<file path="config.mk">
export PLATFORM = sky130hd
export DESIGN_NAME = hse_horner_step
export DESIGN_NICKNAME = d
export VERILOG_FILES = /design/src/hdl/hse_pkg.sv /design/src/hdl/hse_horner_step.sv
export SDC_FILE = /design/constraint.sdc
export NUM_CORES = 2
export LEC_CHECK = 0
export BUFFER_PORTS_ARGS = -buffer_cell sky130_fd_sc_hd__buf_4
export CAP_MARGIN = 20
export CORE_AREA = 2 2 201 302
export DETAILED_ROUTE_END_ITERATION = 10
export DIE_AREA = 0 0 203 304
export PLACE_DENSITY = 0.76
export SLEW_MARGIN = 20
export SYNTH_ARGS = -nofsm -noshare
export SYNTH_HDL_FRONTEND = slang
export SYNTH_SLANG_ARGS = --single-unit
</file>
<file path="constraint.sdc">
create_clock -name aclk -period 8.3 [get_ports aclk]
set_input_delay 0 -clock aclk [delete_from_list [all_inputs] [get_ports aclk]]
set_output_delay 0 -clock aclk [all_outputs]
set_load 0.05 [all_outputs]
</file>
<file path="src/hdl/hse_pkg.sv">
package hse_pkg;

    localparam int KCNT_W   = 7;
    localparam int IDX_W    = 6;
    localparam int DATA_W   = 32;
    localparam int FRAC_W   = 16;
    localparam int ACC_W    = 40;
    localparam int PROD_W   = ACC_W + FRAC_W + 1;
    localparam int RND_HALF = 1 << (FRAC_W - 1);
    localparam int KNOT_W   = 2 * DATA_W;

    localparam logic ACT_LOAD = 1'b0;
    localparam logic ACT_EVAL = 1'b1;

    typedef logic signed [ACC_W-1:0] acc_t;

    localparam acc_t ACC_HI = acc_t'($signed(32'h7FFF_FFFF));
    localparam acc_t ACC_LO = acc_t'($signed(32'h8000_0000));

    typedef struct packed {
        logic                     action;
        logic [IDX_W-1:0]         knot_index;
        logic signed [DATA_W-1:0] knot_value;
        logic signed [DATA_W-1:0] knot_slope;
        logic [FRAC_W-1:0]        position;
        logic                     last_in;
    } in_t;

    typedef struct packed {
        logic signed [DATA_W-1:0] spline_value;
        logic                     saturated;
        logic                     last_out;
    } out_t;

    typedef struct packed {
        logic [FRAC_W-1:0]        t;
        logic signed [DATA_W-1:0] m0;
        logic signed [DATA_W-1:0] p0;
        logic                     last;
    } side_t;

endpackage

</file>
<file path="src/hdl/hse_horner_step.sv">
module hse_horner_step (
    input  logic          aclk,
    input  logic          aresetn,
    input  logic          en,
    input  logic          v_in,
    input  hse_pkg::acc_t  acc_in,
    input  hse_pkg::acc_t  add_in,
    input  hse_pkg::side_t side_in,
    output logic          v_out,
    output hse_pkg::acc_t  acc_out,
    output hse_pkg::side_t side_out
);

    import hse_pkg::*;

    logic                     v_a_reg;
    logic                     v_b_reg;
    logic signed [PROD_W-1:0] prod_reg;
    acc_t                     add_reg;
    side_t                    side_a_reg;
    acc_t                     acc_b_reg;
    side_t                    side_b_reg;

    logic signed [PROD_W-1:0] prod_next;
    logic signed [PROD_W-1:0] rnd_sum;
    acc_t                     acc_next;

    always_comb begin
        prod_next = acc_in * $signed({1'b0, side_in.t});
        rnd_sum   = prod_reg + PROD_W'(RND_HALF);
        acc_next  = acc_t'(rnd_sum[PROD_W-1:FRAC_W]) + add_reg;
    end

    always_ff @(posedge aclk) begin
        if (!aresetn) begin
            v_a_reg <= 1'b0;
            v_b_reg <= 1'b0;
        end else if (en) begin
            v_a_reg <= v_in;
            v_b_reg <= v_a_reg;
        end
    end

    always_ff @(posedge aclk) begin
        if (en) begin
            prod_reg   <= prod_next;
            add_reg    <= add_in;
            side_a_reg <= side_in;
            acc_b_reg  <= acc_next;
            side_b_reg <= side_a_reg;
        end
    end

    assign v_out    = v_b_reg;
    assign acc_out  = acc_b_reg;
    assign side_out = side_b_reg;

endmodule

</file>
==> out/qor.yml <==
clk_latency_ns: 0.58
synth_ff_type: "edfxtp_1"
chipHeight_um: 304
relSlewSlack_pct: 37.4
cp.depth: 20
grt_overflow_total: 0
synth_xor_area_share_pct: 3.16
yosys.area_share.simple_pct: 12.7
crit_chain: "dlygate4sd3_1 > buf_4 > nand2_1 > fa_1 > fa_1 > fa_1 > inv_1 > fa_1 > fa_1 > fa_1 > ha_1 > nand4_1 > a2111oi_2 > or2_1 > a31oi_4 > o31ai_4 > nor2_1 > nor3_1 > a31oi_1 > xnor2_1"
min_period_ns: 6.92
cts_root_buf: "clkbuf_16"
core.rowCount: 110
core-area_um2: 59300
drt-initial-drc-count: 1327
max_stage_delay_ns: 0.74
die-area_um2: 61700
synth.most_common_cell: "inv_1"
worstRegToRegCells: 19
cts_buffer_depth: 3
wl_per_cell_um: 19.6
yosysWarnings: 0
worst_slew_pin_slew_ns: 0.939
max_clock_freq_mhz: 145
grt_pass1_wl_um: 132000
crit_type: "input pin to register"
ys_ff_latch: 285
post-route-period-util_pct: 83.4
finalSetupTns_ns: 0
yosys.area.top_type: "fa_1"
grt_pass1_vias: 25279
synth_compound_area_share_pct: 4.79
synthArstFlopShare_pct: 0
start_util_pct: 54.2
setup_viol: 0
reg2reg_slack_ns: 3.38
synth_top_area_share_pct: 37.0
hold_depth: 2
crit_buf_inv: 3
end_kind: "register"
synth.mux.area_fraction_pct: 0.0934
ant_nets: 0
synth_cells: 3024
yosys-top-cells-area: "fa_1 (37%), edfxtp_1 (26%), inv_1 (7.8%), ha_1 (6.5%), nand2_1 (5.2%)"
slew_viol_final: 0
place.detailed.hpwl_um: 61000
cp.required_ns: 8.62
drive_gt1_share_pct: 10.2
fin_skew_ns: 0.0159
synth-edff-count: 283
cp-start-kind: "input pin"
cp.arrival_ns: 7.24
place_congestion: 0.906
synthTopCellsByCount: "inv_1 (671), fa_1 (595), nand2_1 (442)"
yosys.area_share.adder_pct: 43.6
crit_slowest_cell: "a2111oi_2"
synth_top_family_by_area: "adder cells"
final_util_pct: 62.4
grt_util_all_layers_pct: 27.7
vias_per_cell: 5.43
fillCellCount: 4647
cap_viol_max_count: 0
grt_max_degree: 77
cts_tree: "done"
hold_viol_final: 0
first_pass_iters: 5
die_w_um: 203
synth_nets: 3952
numCtsBuffers: 27
outcome: "finished clean"
syn_area_um2: 32200
crit_fanout: 41
io_buffers: 286
drcViolationCount: 0
syn_area_per_cell_um2: 10.6
hold_path.class: "input pin to register"
grt_setup_unrepaired: "false"
nNetsFinal: 4283
synthToLayoutAreaGrowth_pct: 15.2
wl_um: 81700
cts.reportedPaths.clkPinSlew_ns: 0.07
ys_types: 66
htreeDepth: 1
vias: 22614
antenna_found_initial: 1
io_pins: 287
final-seq-area_um2: 8540
cts_sinks: 285
yosysSeqAreaShare_pct: 26.5
critical_path.most_common_cell: "fa_1"
path_delay_family: "adder cells"
multi_input_area_um2: 20700
==> what timing repair did <==
item,CTS,global route
hold buffers,124,0
buffers inserted,0,0
gates resized for setup,0,0
endpoints found under the hold margin,196,0
==> cells by family (layout without fill, tap and decap cells) <==
| kind of cell | after synthesis | in the layout |
|---|---|---|
| fa+ha+maj | 763 | 763 |
| simple gates | 851 | 851 |
| mux | 3 | 3 |
| other cells | 0 | 1 |
| compound gates | 224 | 224 |
| buf+inv | 782 | 1134 |
| xor+xnor | 116 | 116 |
| flops | 285 | 285 |
==> worst register-to-register path, cell delays in order (launching register included) <==
cell and delay [ns]:
edfxtp_1 0.40, nand3_1 0.12, nor2_1 0.16, and3_1 0.25, nand4_1 0.36, nor2_1 0.28, nand3_1 0.12, xnor2_1 0.19
ha_1 0.33, a21oi_1 0.25, o21ai_0 0.15, a211o_1 0.28, o21a_1 0.20, nor2_1 0.26, a21oi_1 0.18, a31oi_1 0.29
a21oi_1 0.16, o31ai_1 0.33, mux2i_1 0.25, o211ai_1 0.12
==> cells in the final DEF (no fill, tap or decap), types with 3 or more instances in the layout <==
cell	n
xnor2_1	92
o21a_1	13
o21bai_1	10
or3_1	4
clkbuf_1	7
or2_1	3
nand2b_1	5
clkbuf_16	27
nor3_1	15
dlygate4sd3_1	124
xor2_1	24
a31oi_1	7
o211ai_1	3
and4_1	9
bufinv_16	3
o21ai_0	27
mux2i_1	3
nand2_1	442
nand4_1	19
clkinv_1	5
o21ai_1	5
nor2_1	50
nor2b_1	15
a21o_1	45
fa_1	595
a21oi_1	70
and3_1	17
buf_4	288
edfxtp_1	283
nand3_1	24
inv_6	3
ha_1	168
o31ai_1	4
inv_1	671
a211oi_1	8
and2_1	238
==> through the flow <==
stage | area [um2] | setup slack (ns) | std cells | hold slack (ns)
5_1_grt | 37000 | 1.12 | 4160 | 0.109
2_1_floorplan | 32200 | 2.37 | 3024 | 0.0989
3_5_place_dp | 34900 | 1.47 | 3986 | 0.179
4_1_cts | 37000 | 1.49 | 4160 | 0.0901
6_report | 37000 | 1.38 | 4161 | 0.133
3_3_place_gp | 34900 | 1.54 | 3986 | 0.178
==> worst paths after layout <==
path,startpoint,end
setup / recovery,side_in[67],prod_reg[42]
hold / removal,add_in[17],add_reg[17]
setup reg to reg,prod_reg[17],acc_out[38]
hold reg to reg,side_a_reg[63],side_out[63]
==> per-layer routing <==
metal  wire [um]  global-route usage [%]  vias up
met5           0                       0        -
met4        6290                    18.1        0
met3        4890                    3.16      300
met2       43000                    50.5      929
met1       27500                    30.3    11490
li1            -                       -     9895
==> area by class of cell <==
cell class | instances | share of cell area, %
multi-input cells | 1957 | 55.9
repair buffers | 413 | 9.23
clock buffers | 34 | 1.90
flip-flops and latches | 285 | 23.1
well taps | 784 | 2.65
diodes | 1 | 0.00676
clock inverters | 16 | 0.510
inverters | 671 | 6.80
Power is left out: the tool's default activity adds up to more than one toggle a clock period on the data nets, which glitch-free logic cannot reach.
